### config.mk
export PLATFORM = sky130hd
export DESIGN_NAME = bounded_deque_with_remove
export DESIGN_NICKNAME = d
export VERILOG_FILES = /design/src/bdq_pkg.sv /design/src/bdq_ram.sv /design/src/bounded_deque_with_remove.sv
export SDC_FILE = /design/constraint.sdc
export NUM_CORES = 1
export LEC_CHECK = 0
export BUFFER_PORTS_ARGS = -buffer_cell sky130_fd_sc_hd__clkbuf_2
export CAP_MARGIN = 20
export CORE_MARGIN = 5
export CORE_UTILIZATION = 45
export CTS_BUF_LIST = sky130_fd_sc_hd__clkbuf_8
export CTS_CLUSTER_SIZE = 16
export DETAILED_ROUTE_END_ITERATION = 6
export REMOVE_ABC_BUFFERS = 1
export SYNTH_ARGS = -nofsm -noshare
export SYNTH_HDL_FRONTEND = slang
export SYNTH_HIERARCHICAL = 1
export SYNTH_SLANG_ARGS = --single-unit
### constraint.sdc
create_clock -name clk -period 13.2 [get_ports clk]
set_input_delay 2.64 -clock clk [delete_from_list [all_inputs] [get_ports clk]]
set_output_delay 2.64 -clock clk [all_outputs]
set_load 0.005 [all_outputs]
### src/bdq_pkg.sv
// ----------------------------------------------------------------------------
// bdq_pkg
// Shared sizes, types and helpers for the bounded deque with remove-by-value.
// ----------------------------------------------------------------------------
package bdq_pkg;

	// queue geometry
	localparam int DEPTH      = 16;
	localparam int DATA_WIDTH = 32;
	localparam int IDX_W      = (DEPTH > 1) ? $clog2(DEPTH) : 1;
	localparam int CNT_W      = $clog2(DEPTH + 1);

	// port field widths
	localparam int OP_W     = 3;
	localparam int VALUE_W  = 32;
	localparam int COUNT_W  = 5;

	typedef logic [IDX_W-1:0]      idx_t;
	typedef logic [CNT_W-1:0]      cnt_t;
	typedef logic [DATA_WIDTH-1:0] word_t;
	typedef logic [OP_W-1:0]       op_t;

	// operation codes
	localparam op_t OP_PUSH_FRONT = 3'd0;
	localparam op_t OP_PUSH_BACK  = 3'd1;
	localparam op_t OP_POP_FRONT  = 3'd2;
	localparam op_t OP_POP_BACK   = 3'd3;
	localparam op_t OP_REMOVE     = 3'd4;

	// result status codes
	typedef enum logic [1:0] {
		ST_OK        = 2'd0,
		ST_EMPTY     = 2'd1,
		ST_FULL      = 2'd2,
		ST_NOT_FOUND = 2'd3
	} status_t;

	localparam cnt_t CNT_DEPTH = CNT_W'(DEPTH);
	localparam idx_t IDX_LAST  = IDX_W'(DEPTH - 1);

	// physical slot of logical position pos, both below DEPTH
	function automatic idx_t slot(input idx_t head, input cnt_t pos);
		logic [CNT_W:0] sum;
		sum = (CNT_W+1)'(head) + (CNT_W+1)'(pos);
		if (sum >= (CNT_W+1)'(DEPTH))
			sum = sum - (CNT_W+1)'(DEPTH);
		return sum[IDX_W-1:0];
	endfunction

	// circular step forward
	function automatic idx_t idx_inc(input idx_t i);
		return (i == IDX_LAST) ? '0 : i + idx_t'(1);
	endfunction

	// circular step backward
	function automatic idx_t idx_dec(input idx_t i);
		return (i == '0) ? IDX_LAST : i - idx_t'(1);
	endfunction

	// port value to stored word
	function automatic word_t word_of(input logic [VALUE_W-1:0] v);
		logic [63:0] w;
		w = 64'(v);
		return w[DATA_WIDTH-1:0];
	endfunction

	// stored word to port value
	function automatic logic [VALUE_W-1:0] value_of(input word_t d);
		logic [63:0] w;
		w = 64'(d);
		return w[VALUE_W-1:0];
	endfunction

	// occupancy to port count field
	function automatic logic [COUNT_W-1:0] count_of(input cnt_t c);
		logic [63:0] w;
		w = 64'(c);
		return w[COUNT_W-1:0];
	endfunction

endpackage

### src/bdq_ram.sv
// ----------------------------------------------------------------------------
// bdq_ram
// Simple dual-port storage: one write port, one read port with registered data.
// ----------------------------------------------------------------------------
module bdq_ram #(
	parameter int WORDS  = 16,
	parameter int ADDR_W = 4,
	parameter int DATA_W = 32
) (
	input  logic              clk,
	input  logic              we,
	input  logic [ADDR_W-1:0] waddr,
	input  logic [DATA_W-1:0] wdata,
	input  logic [ADDR_W-1:0] raddr,
	output logic [DATA_W-1:0] rdata
);

	logic [DATA_W-1:0] mem [WORDS];

	// write port
	always_ff @(posedge clk) begin
		if (we)
			mem[waddr] <= wdata;
	end

	// registered read port
	always_ff @(posedge clk) begin
		rdata <= mem[raddr];
	end

endmodule

### src/bounded_deque_with_remove.sv
// ----------------------------------------------------------------------------
// bounded_deque_with_remove
// Bounded double-ended queue with push/pop at both ends and remove-by-value.
// ----------------------------------------------------------------------------
// Usage:
//   The input channel (in_valid/in_ready) carries op and value; the output
//   channel (out_valid/out_ready) returns one result per transaction: status,
//   entry_count, and the front and back words (0 when the queue is empty).
//   Entries live in a single-port-read RAM; a small sequencer drives that one
//   read port and one word compare for every step of an operation.
//   Push, pop and ignored codes pass through execute, read front, read back,
//   capture back, then load the output register; when the queue ends empty
//   the read front step sets zero words and the back steps are skipped.
//   Remove-by-value adds a scan step per entry up to the match plus a shift
//   step per entry moved to close the gap, at most occupancy steps in all.
//   The single RAM read port sets the pace: one entry is read per cycle.
//   in_ready is high only while the sequencer is idle. A finished result
//   sits in the output register and the next transaction is still accepted;
//   if the receiver stalls, the sequencer holds the following result until
//   the output register frees up.
//   Reset clears head, occupancy, sequencer and output valid; the RAM
//   contents are not cleared and only written entries are ever used.
// ----------------------------------------------------------------------------
module bounded_deque_with_remove
	import bdq_pkg::*;
(
	input  logic                clk,
	input  logic                arst_n,
	input  logic                in_valid,
	output logic                in_ready,
	input  logic [OP_W-1:0]     op,
	input  logic [VALUE_W-1:0]  value,
	output logic                out_valid,
	input  logic                out_ready,
	output logic [1:0]          status,
	output logic [COUNT_W-1:0]  entry_count,
	output logic [VALUE_W-1:0]  front_value,
	output logic [VALUE_W-1:0]  back_value
);

	typedef enum logic [7:0] {
		S_IDLE     = 8'b0000_0001,
		S_EXEC     = 8'b0000_0010,
		S_SCAN     = 8'b0000_0100,
		S_SHIFT    = 8'b0000_1000,
		S_RD_FRONT = 8'b0001_0000,
		S_RD_BACK  = 8'b0010_0000,
		S_CAP_BACK = 8'b0100_0000,
		S_DONE     = 8'b1000_0000
	} state_t;

	state_t  state_q, state_d;
	op_t     op_q, op_d;
	word_t   val_q, val_d;
	idx_t    head_q, head_d;
	cnt_t    occ_q, occ_d;
	idx_t    k_q, k_d;
	status_t stat_q, stat_d;
	word_t   front_q, front_d;
	word_t   back_q, back_d;

	logic    ram_we;
	idx_t    ram_waddr;
	word_t   ram_wdata;
	idx_t    ram_raddr;
	word_t   ram_rdata;

	logic                out_valid_q;
	status_t             out_status_q;
	logic [COUNT_W-1:0]  out_count_q;
	logic [VALUE_W-1:0]  out_front_q;
	logic [VALUE_W-1:0]  out_back_q;

	logic           load_out;
	logic [CNT_W:0] k_plus1;
	logic [CNT_W:0] k_plus2;
	logic [CNT_W:0] occ_wide;

	// entry storage
	bdq_ram #(
		.WORDS  (DEPTH),
		.ADDR_W (IDX_W),
		.DATA_W (DATA_WIDTH)
	) u_ram (
		.clk   (clk),
		.we    (ram_we),
		.waddr (ram_waddr),
		.wdata (ram_wdata),
		.raddr (ram_raddr),
		.rdata (ram_rdata)
	);

	assign k_plus1  = (CNT_W+1)'(k_q) + (CNT_W+1)'(1);
	assign k_plus2  = (CNT_W+1)'(k_q) + (CNT_W+1)'(2);
	assign occ_wide = (CNT_W+1)'(occ_q);

	assign in_ready = (state_q == S_IDLE);
	assign load_out = (state_q == S_DONE) && (!out_valid_q || out_ready);

	// sequencer and shared ram/compare datapath
	always_comb begin
		state_d   = state_q;
		op_d      = op_q;
		val_d     = val_q;
		head_d    = head_q;
		occ_d     = occ_q;
		k_d       = k_q;
		stat_d    = stat_q;
		front_d   = front_q;
		back_d    = back_q;
		ram_we    = 1'b0;
		ram_waddr = head_q;
		ram_wdata = val_q;
		ram_raddr = slot(head_q, '0);

		case (state_q)
			S_IDLE: begin
				if (in_valid) begin
					op_d    = op;
					val_d   = word_of(value);
					stat_d  = ST_OK;
					state_d = S_EXEC;
				end
			end
			S_EXEC: begin
				state_d = S_RD_FRONT;
				case (op_q)
					OP_PUSH_FRONT: begin
						if (occ_q == CNT_DEPTH) begin
							stat_d = ST_FULL;
						end else begin
							head_d    = idx_dec(head_q);
							ram_we    = 1'b1;
							ram_waddr = idx_dec(head_q);
							occ_d     = occ_q + cnt_t'(1);
						end
					end
					OP_PUSH_BACK: begin
						if (occ_q == CNT_DEPTH) begin
							stat_d = ST_FULL;
						end else begin
							ram_we    = 1'b1;
							ram_waddr = slot(head_q, occ_q);
							occ_d     = occ_q + cnt_t'(1);
						end
					end
					OP_POP_FRONT: begin
						if (occ_q == '0) begin
							stat_d = ST_EMPTY;
						end else begin
							head_d = idx_inc(head_q);
							occ_d  = occ_q - cnt_t'(1);
						end
					end
					OP_POP_BACK: begin
						if (occ_q == '0)
							stat_d = ST_EMPTY;
						else
							occ_d = occ_q - cnt_t'(1);
					end
					OP_REMOVE: begin
						if (occ_q == '0) begin
							stat_d = ST_NOT_FOUND;
						end else begin
							k_d       = '0;
							ram_raddr = slot(head_q, '0);
							state_d   = S_SCAN;
						end
					end
					default: begin
					end
				endcase
			end
			S_SCAN: begin
				// ram_rdata holds the entry at position k_q
				if (ram_rdata == val_q) begin
					if (k_plus1 < occ_wide) begin
						ram_raddr = slot(head_q, k_plus1[CNT_W-1:0]);
						state_d   = S_SHIFT;
					end else begin
						occ_d   = occ_q - cnt_t'(1);
						state_d = S_RD_FRONT;
					end
				end else if (k_plus1 >= occ_wide) begin
					stat_d  = ST_NOT_FOUND;
					state_d = S_RD_FRONT;
				end else begin
					k_d       = k_plus1[IDX_W-1:0];
					ram_raddr = slot(head_q, k_plus1[CNT_W-1:0]);
				end
			end
			S_SHIFT: begin
				// move entry k+1 down to k, prefetch k+2
				ram_we    = 1'b1;
				ram_waddr = slot(head_q, cnt_t'(k_q));
				ram_wdata = ram_rdata;
				k_d       = k_plus1[IDX_W-1:0];
				if (k_plus2 < occ_wide) begin
					ram_raddr = slot(head_q, k_plus2[CNT_W-1:0]);
				end else begin
					occ_d   = occ_q - cnt_t'(1);
					state_d = S_RD_FRONT;
				end
			end
			S_RD_FRONT: begin
				if (occ_q == '0) begin
					front_d = '0;
					back_d  = '0;
					state_d = S_DONE;
				end else begin
					ram_raddr = slot(head_q, '0);
					state_d   = S_RD_BACK;
				end
			end
			S_RD_BACK: begin
				front_d   = ram_rdata;
				ram_raddr = slot(head_q, occ_q - cnt_t'(1));
				state_d   = S_CAP_BACK;
			end
			S_CAP_BACK: begin
				back_d  = ram_rdata;
				state_d = S_DONE;
			end
			S_DONE: begin
				if (load_out)
					state_d = S_IDLE;
			end
			default: begin
				state_d = S_IDLE;
			end
		endcase
	end

	// control state
	always_ff @(posedge clk or negedge arst_n) begin
		if (!arst_n) begin
			state_q <= S_IDLE;
			head_q  <= '0;
			occ_q   <= '0;
		end else begin
			state_q <= state_d;
			head_q  <= head_d;
			occ_q   <= occ_d;
		end
	end

	// working registers
	always_ff @(posedge clk) begin
		op_q    <= op_d;
		val_q   <= val_d;
		k_q     <= k_d;
		stat_q  <= stat_d;
		front_q <= front_d;
		back_q  <= back_d;
	end

	// output register valid
	always_ff @(posedge clk or negedge arst_n) begin
		if (!arst_n)
			out_valid_q <= 1'b0;
		else if (load_out)
			out_valid_q <= 1'b1;
		else if (out_ready)
			out_valid_q <= 1'b0;
	end

	// output register payload
	always_ff @(posedge clk) begin
		if (load_out) begin
			out_status_q <= stat_q;
			out_count_q  <= count_of(occ_q);
			out_front_q  <= value_of(front_q);
			out_back_q   <= value_of(back_q);
		end
	end

	assign out_valid   = out_valid_q;
	assign status      = out_status_q;
	assign entry_count = out_count_q;
	assign front_value = out_front_q;
	assign back_value  = out_back_q;

	// occupancy never runs past the depth
	a_occ_bound: assert property (@(posedge clk) disable iff (!arst_n)
		occ_q <= CNT_DEPTH)
		else $error("occupancy above depth");

	// a new result only appears after the sequencer finished an item
	a_out_from_done: assert property (@(posedge clk) disable iff (!arst_n)
		$rose(out_valid_q) |-> $past(state_q == S_DONE))
		else $error("result without finished item");

	// accepting a transaction takes the block busy
	a_busy_after_accept: assert property (@(posedge clk) disable iff (!arst_n)
		(in_valid && in_ready) |=> !in_ready)
		else $error("ready held after accept");

	// a refused push reports a full queue
	a_full_count: assert property (@(posedge clk) disable iff (!arst_n)
		(out_valid_q && out_status_q == ST_FULL) |-> out_count_q == count_of(CNT_DEPTH))
		else $error("full status with count below depth");

	// an empty result shows zero words and a zero count
	a_empty_zero: assert property (@(posedge clk) disable iff (!arst_n)
		(out_valid_q && out_status_q == ST_EMPTY) |->
			(out_count_q == '0 && out_front_q == '0 && out_back_q == '0))
		else $error("empty status with data shown");

endmodule

==> run summary, run 1 <==
Final Non-Filler Cells = 2,726
Period minus WS final = 5.65 ns
wirelength, routed = 68.5 mm
Synth Area in Compound Gates = 4.22%
YS warnings = 6
WL/cell = 25.1 microns
CP endpoint kind = output pin
Clock Latency Late Sink = 0.71 ns
number of synthesized register bits = 738
synth unique cells = 75
CTS sink count = 738
crit path DAT = 3.01 ns
Vias/cell = 5.59
RSZ-0062 raised after global routing = false
leading area contributor after synthesis = edfxtp_1
synthesized cell area = 29,100 sq um
Fin Hold WS = 0.415 ns
Detailed Place HPWL = 36.6 mm
area share of the leading cell type in the synthesized netlist = 71.0%
Initial Utilization = 45.3%
final setup violation count = 0
Worst-Margin Slew = 1.20 ns
XOR/XNOR Fraction of Synth Area = 1.69%
period utilisation layout = 42.8%
Post-Synth Adder-Cell Area = 1.68%
crit path launch type = flip-flop
ratio of cells with drive above 1 in the final layout = 24.8%
All-Layer GR Usage = 19.6%
cells on worst reg2reg path = 14
DRT Pass-1 Iters = 5
I/O Buffers = 111
crit path kind = reg2out
PD cells = 196 nW/um^2
RR Endpoint = u_ram/rdata[0]
placer congestion estimate = 0.826
Routed Antenna Nets = 0
Cell Chain, Critical Path = or4_1 -> or3_2 -> nor3b_1 -> clkbuf_2
total gr overflow = 0
initial antenna violation count = 1
I/O pins = 112
Die Y = 264 microns
Vias = 15,200
Synth async-reset ratio = 2.44%
fmax = 177 MHz
Slew HR = 19.5%
simple-gate area share of the yosys netlist = 6.13%
Placed Instances = 2,506
CTS Buf Count = 117
Top FF cell, synth = edfxtp_1
final net count = 1,845
vias in the first global route = 15,700
Post-CTS Hold Buffers = 0
CTS root buf = clkbuf_8
Clock Skew = 0.0285 ns
synthesized area per cell = 18.4 sq um
most frequent cells in the layout = edfxtp_1, nand2_1, clkbuf_8, mux4_2, clkbuf_2
htree depth = 3
post-CTS setup buffer count = 0
outcome = completed
highest-delay cell along the critical path = or4_1
CP startpoint = state_q[3]
Die Width = 264 microns
MaxCap Viol Count = 0
DRC viols = 0
mux contribution to synthesized area = 10.0%
commonest non-fill, non-tap cell in the layout = edfxtp_1
synth top area cells = edfxtp_1, mux4_2, dfxtp_1, nand2_1, a22oi_1
CP max stage delay = 0.61 ns
largest family of logic cells by synthesized area = multiplexers
Layout area overhead = 13.4%
clock tree buffer depth = 3
largest net degree at the start of global routing = 104
Crit. path cell count = 4
CTS tree = yes
CTS clk-pin slew, worst paths = 0.06 ns
termination of the worst setup path = in_ready
first-pass GRT wire length = 102 mm
final hold vios = 0
Pleak = 11.1 nW
Initial DRC Count = 1,345
required time worst endpoint = 10.56 ns
number of flops mapped to enable cells by yosys = 688
delay-heaviest family, CP = simple AND/OR/NAND/NOR gates
die area = 69,800 sq um
core outline area = 64,200 sq um
Worst Hold Class = reg2reg
cells after synthesis = 1,580
Worst VDD drop = 123 uV
crit path max fanout = 14
num rows = 93
Reg2Reg Launch Point = k_q[1]
fin. max-slew vios = 0
cts repair resizes = 0
Reg2Reg Setup Slack = 7.85 ns
final setup TNS = 0 ns
sequential area share after synthesis = 74.8%
CP Buf/Inv Count = 1
[flip-flops by register name, indices dropped and copies added (netlist names)]
signal,flops
u_ram/rdata,32
occ_q,5
u_ram/mem,512
out_valid,1
front_value,32
op_q,3
entry_count,5
front_q,32
back_value,32
stat_q,2
state_q,8
head_q,4
val_q,32
k_q,4
back_q,32
status,2
[layer usage]
metal	GRT usage [%]	part of all wire [%]	wire length, microns	vias up
met5	0	0	0	-
met3	3.80	6.7	4580	107
li1	-	-	-	6680
met2	32.6	50	34000	496
met1	26.5	42	28600	7949
met4	5.55	2.1	1410	0
[cell families (layout without fill, tap and decap cells)]
group	after synthesis	in the layout
AOI/OAI and AO/OA	174	174
xor gates and xnor gates	56	56
adders and majority gates	36	36
buffers and inverters	92	382
DFF	738	738
muxes	131	131
other	0	1
and+or+nand+nor	353	353
[worst reg2reg max path, stage by stage (launching register included)]
cell and delay (ns):
edfxtp_1 0.50, ha_1 0.27, nand2_1 0.08, or2_2 0.29, nand2_1 0.07, ha_1 0.23
a21o_1 0.18, a21oi_1 0.50, nand2_1 0.27, a21boi_0 0.29, o21a_4 0.82, buf_4 0.94
mux4_2 0.48, a22oi_1 0.23, nand2_1 0.08
[synthesized netlist by cell type, drive strengths merged, types with 17 or more instances]
library cell and instances:
edfxtp 688, nand2 146, mux4 128, and2 70
a22oi 65, clkbuf 45, xor2 42, nor2 39
dfxtp 32, ha 31, buf 28, a21oi 26
inv 19, dfrtp 17, o21ai 17
[how the worst min path moves through the flow]
stage,start,to,slack [ns],cells past startpoint
after CTS,back_q[17],back_value[17],0.42,0
after global placement,front_q[6],front_value[6],0.40,0
after detailed placement,back_q[17],back_value[17],0.40,0
after floorplan,back_q[0],back_value[0],0.40,0
final,back_q[17],back_value[17],0.42,0
after global routing,front_q[6],front_value[6],0.42,0
[where the power goes]
part	leakage, nW	switching [mW]	internal (mW)
Combinational	3.22	0.990	0.718
Clock	1.32	0.859	0.910
Sequential	6.60	0.171	2.81
Total	11.1	2.02	4.44
[final cells by class]
cell class                      instances  area [sq um]
Multi-Input combinational cell        750          7090
Timing Repair Buffer                  144           816
Tap cell                              855          1070
Sequential cell                       738         21800
Inverter                               19          71.3
Clock buffer                          132          1820
Antenna cell                            1          2.50
Clock inverter                         87           358
Fill cell                            5245         31300
[per-stage QoR]
stage / utilization, % / power [mW] / worst slack [ns] / instance area, sq um
after global routing: 51.3 / 6.82 / 7.34 / 33000
final: 51.3 / 6.46 / 7.55 / 33000
after CTS: 51.3 / 6.54 / 7.44 / 33000
after global placement: 47.9 / 4.72 / 8.04 / 30800
after floorplan: - / 4.32 / 4.43 / 28700
after detailed placement: 47.9 / 4.75 / 7.86 / 30800
Note: power is estimated with default switching activity, not from simulation.
==> run 2, diff against run 1 <==
==> constraint.sdc (replaced) <==
create_clock -name clk -period 5.62 [get_ports clk]
set_input_delay 1.124 -clock clk [delete_from_list [all_inputs] [get_ports clk]]
set_output_delay 1.124 -clock clk [all_outputs]
set_load 0.005 [all_outputs]
==> run summary, run 2 (synthesis gave the netlist of run 1 again) <==
cts repair resizes = 0
num rows = 93
Worst Hold Class = in2async
core outline area = 64,200 sq um
DRC viols = 0
Reg2Reg Launch Point = k_q[1]
CTS clk-pin slew, worst paths = 0.06 ns
vias in the first global route = 15,700
Clock Skew = 0.0368 ns
ratio of cells with drive above 1 in the final layout = 25.8%
PD cells = 464 nW/um^2
crit path kind = reg2reg
commonest non-fill, non-tap cell in the layout = edfxtp_1
DRT Pass-1 Iters = 5
RSZ-0062 raised after global routing = false
Placed Instances = 2,517
total gr overflow = 0
Worst VDD drop = 219 uV
max reg flops = 512
largest reg by FF count = u_ram/mem
CP endpoint kind = flip-flop
final setup violation count = 0
Slew HR = 38.4%
fmax = 216 MHz
CP startpoint = k_q[1]
largest net degree at the start of global routing = 66
Die Y = 264 microns
period utilisation layout = 82.4%
crit path DAT = 5.28 ns
Die Width = 264 microns
Initial Utilization = 45.3%
fillers = 5,217
fin. max-slew vios = 0
WL/cell = 24.8 microns
Detailed Place HPWL = 37.4 mm
crit path max fanout = 21
Final Non-Filler Cells = 2,737
Core Util, Final = 51.9%
required time worst endpoint = 6.26 ns
post-CTS setup buffer count = 0
final net count = 1,858
crit path launch type = flip-flop
first-pass GRT wire length = 101 mm
Vias = 15,200
All-Layer GR Usage = 19.4%
htree depth = 3
Clock Latency Late Sink = 0.72 ns
most frequent cells in the layout = edfxtp_1, nand2_1, clkbuf_8, mux4_2, clkbuf_2
final hold vios = 0
MaxCap Viol Count = 0
outcome = completed
wirelength, routed = 67.8 mm
final setup TNS = 0 ns
CTS Buf Count = 116
die area = 69,800 sq um
I/O pins = 112
I/O Buffers = 111
CTS sink count = 738
Post-CTS Hold Buffers = 0
Vias/cell = 5.56
CTS root buf = clkbuf_8
Layout area overhead = 14.6%
placer congestion estimate = 0.831
Pleak = 11.3 nW
CTS tree = yes
Routed Antenna Nets = 0
Initial DRC Count = 1,501
Period minus WS final = 4.63 ns
clock tree buffer depth = 3
initial antenna violation count = 3
Worst-Margin Slew = 0.916 ns
[run 2: cell count changes in the layout (fill, tap and decap cells not counted), sizes merged]
cell / change
bufinv: +3
clkinv: -7
buf: +12
clkinvlp: +1
clkbuf: +4
inv: -2
[run 2: per-layer routing]
metal / global-route usage [%] / wire [microns] / vias to the layer above
li1: - / - / 6707
met1: 26.6 / 28400 / 7860
met2: 31.7 / 33200 / 528
met3: 3.63 / 4600 / 127
met4: 6.31 / 1570 / 0
met5: 0 / 0 / -
[run 2: area by class of cell]
type                    instances  area (sq um)  share of cell area, %
diodes                          1          2.50                0.00751
clock buffers                 134          1840                   5.53
repair buffers                158          1060                   3.17
clock inverters                82           439                   1.32
inverters                      19          71.3                  0.214
well taps                     855          1070                   3.21
flip-flops and latches        738         21800                   65.3
multi-input cells             750          7090                   21.3
[run 2: path summary, 6_finish.rpt]
check	to	cells after the start	slack (ns)
setup / recovery	u_ram/rdata[6]	15	0.99
hold / removal	occ_q[3]	1	0.36
setup reg to reg	u_ram/rdata[6]	15	0.99
hold reg to reg	back_value[28]	0	0.41
max in group asynchronous	state_q[0]	1	4.87
min in group clk	back_value[28]	0	0.41
[run 2: critical path: stages, from the launching register on]
cell      delay (ns)
edfxtp_1        0.50
ha_1            0.27
nand2_1         0.08
or2_2           0.29
nand2_1         0.07
ha_1            0.23
a21o_1          0.17
a21oi_1         0.42
nand2_1         0.25
mux2_2          0.33
o211ai_1        0.17
a31oi_1         0.21
nor2_2          0.75
buf_4           0.52
a22oi_1         0.17
nand2_1         0.09
[run 2: stage by stage]
stage	power [mW]	area [sq um]	hold WS (ns)	worst slack (ns)
detailed placement	11.2	31000	0.405	1.02
CTS	15.6	33300	0.321	0.992
floorplan	10.1	28700	0.400	-3.15
global route	16.3	33300	0.354	0.592
global placement	11.2	31000	0.401	1.10
finish	15.5	33300	0.363	0.988
[run 2: power breakdown]
part | internal (mW) | switching [mW]
Clock | 2.31 | 2.05
Combinational | 1.78 | 2.34
Sequential | 6.60 | 0.396
==> run 3, diff against run 2 <==
==> constraint.sdc (replaced) <==
create_clock -name clk -period 4.8 [get_ports clk]
set_input_delay 0.96 -clock clk [delete_from_list [all_inputs] [get_ports clk]]
set_output_delay 0.96 -clock clk [all_outputs]
set_load 0.005 [all_outputs]
==> run summary, run 3 (synthesis gave the netlist of run 1 again) <==
outcome = completed
cts repair resizes = 0
Die Y = 264 microns
met3 WL = 4.14 mm
CP most frequent cell = nand2_1
Placed Instances = 2,531
die area = 69,800 sq um
crit path max fanout = 28
fillers = 5,193
crit path launch type = flip-flop
required time worst endpoint = 5.37 ns
Crit. path cell count = 15
Worst Hold Class = in2async
Cell Chain, Critical Path = ha_1 -> nand2_1 -> or2_2 -> nand2_1 -> ha_1 -> a21o_1 -> a21oi_2 -> nand2_1 -> o221ai_1 -> o311ai_0 -> o2bb2a_4 -> buf_12 -> mux4_2 -> a22oi_1 -> nand2_1
final hold vios = 0
ratio of cells with drive above 1 in the final layout = 27.0%
delay-heaviest family, CP = compound AO/OA/AOI/OAI gates
Reg2Reg Setup Slack = 0.43 ns
PD cells = 549 nW/um^2
DR WL met2 = 33.8 mm
Fin Hold WS = 0.214 ns
Initial DRC Count = 1,131
CP max stage delay = 0.54 ns
Die Width = 264 microns
RSZ-0062 raised after global routing = false
Clock Skew = 0.0529 ns
placer congestion estimate = 0.860
crit path kind = reg2reg
CTS clk-pin slew, worst paths = 0.06 ns
CTS root buf = clkbuf_8
Final Non-Filler Cells = 2,752
Clock Latency Late Sink = 0.71 ns
clock tree buffer depth = 3
core outline area = 64,200 sq um
CP startpoint = k_q[1]
Period minus WS final = 4.37 ns
CTS Buf Count = 117
Slew HR = 33.8%
RR Endpoint = u_ram/rdata[4]
termination of the worst setup path = u_ram/rdata[4]
Reg2Reg Launch Point = k_q[1]
period utilisation layout = 91.0%
largest net degree at the start of global routing = 66
initial antenna violation count = 3
total gr overflow = 0
Initial Utilization = 45.3%
DRC viols = 0
cells on worst reg2reg path = 15
largest reg by FF count = u_ram/mem
max reg flops = 512
post-CTS setup buffer count = 0
vias in the first global route = 16,000
Pleak = 11.4 nW
commonest non-fill, non-tap cell in the layout = edfxtp_1
Met1 Wirelength = 28.8 mm
final setup TNS = 0 ns
Vias = 15,400
Worst VDD drop = 290 uV
WL/cell = 24.8 microns
CP Buf/Inv Count = 1
num rows = 93
first-pass GRT wire length = 101 mm
MaxCap Viol Count = 0
wirelength, routed = 68.3 mm
Routed Antenna Nets = 0
Vias/cell = 5.58
CTS tree = yes
I/O pins = 112
Worst-Margin Slew = 0.991 ns
fmax = 229 MHz
htree depth = 3
Top Layer Used = met4
fin. max-slew vios = 0
most frequent cells in the layout = edfxtp_1, nand2_1, clkbuf_8, mux4_2, clkbuf_2
CP endpoint kind = flip-flop
final setup violation count = 0
Core Util, Final = 52.5%
highest-delay cell along the critical path = mux4_2
DRT Pass-1 Iters = 5
All-Layer GR Usage = 19.4%
Detailed Place HPWL = 38.8 mm
CTS sink count = 738
crit path DAT = 4.94 ns
Post-CTS Hold Buffers = 0
final net count = 1,872
Layout area overhead = 15.8%
I/O Buffers = 111
## run 3: layout make-up
cell class / count / area [sq um] / area share (%)
Antenna cell: 1 / 2.50 / 0.00743
Clock buffer: 129 / 1780 / 5.27
Clock inverter: 89 / 626 / 1.86
Inverter: 19 / 71.3 / 0.212
Multi-Input combinational cell: 750 / 7090 / 21.0
Sequential cell: 738 / 21800 / 64.6
Tap cell: 855 / 1070 / 3.18
Timing Repair Buffer: 171 / 1300 / 3.87
## run 3: metrics by stage
stage	instance area, sq um	worst slack, ns	total power, mW
after detailed placement	31300	0.292	13.3
after floorplan	28700	-3.97	11.8
after global placement	31300	0.448	13.2
after CTS	33700	0.241	18.7
after global routing	33700	0.151	19.4
final	33700	0.430	18.5
## run 3: per-layer routing
metal | up-vias | track usage (%)
met5 | - | 0
met4 | 0 | 5.15
met3 | 114 | 3.84
met2 | 475 | 32.4
met1 | 8039 | 26.3
li1 | 6736 | -
## run 3: worst min path at each step
stage               startpoint              to  slack (ns)  cells past startpoint
floorplan            back_q[0]   back_value[0]        0.40                      0
global placement    back_q[25]  back_value[25]        0.40                      0
detailed placement  back_q[10]  back_value[10]        0.40                      0
CTS                     arst_n        occ_q[3]        0.16                      1
global route            arst_n        occ_q[3]        0.21                      1
finish                  arst_n        occ_q[3]        0.21                      1
## run 3: report_power, final
group | switching [mW] | leakage, nW | total (mW) | internal, mW
Sequential | 0.459 | 6.60 | 8.18 | 7.72
Combinational | 2.80 | 3.42 | 4.94 | 2.14
Clock | 2.42 | 1.38 | 5.38 | 2.96
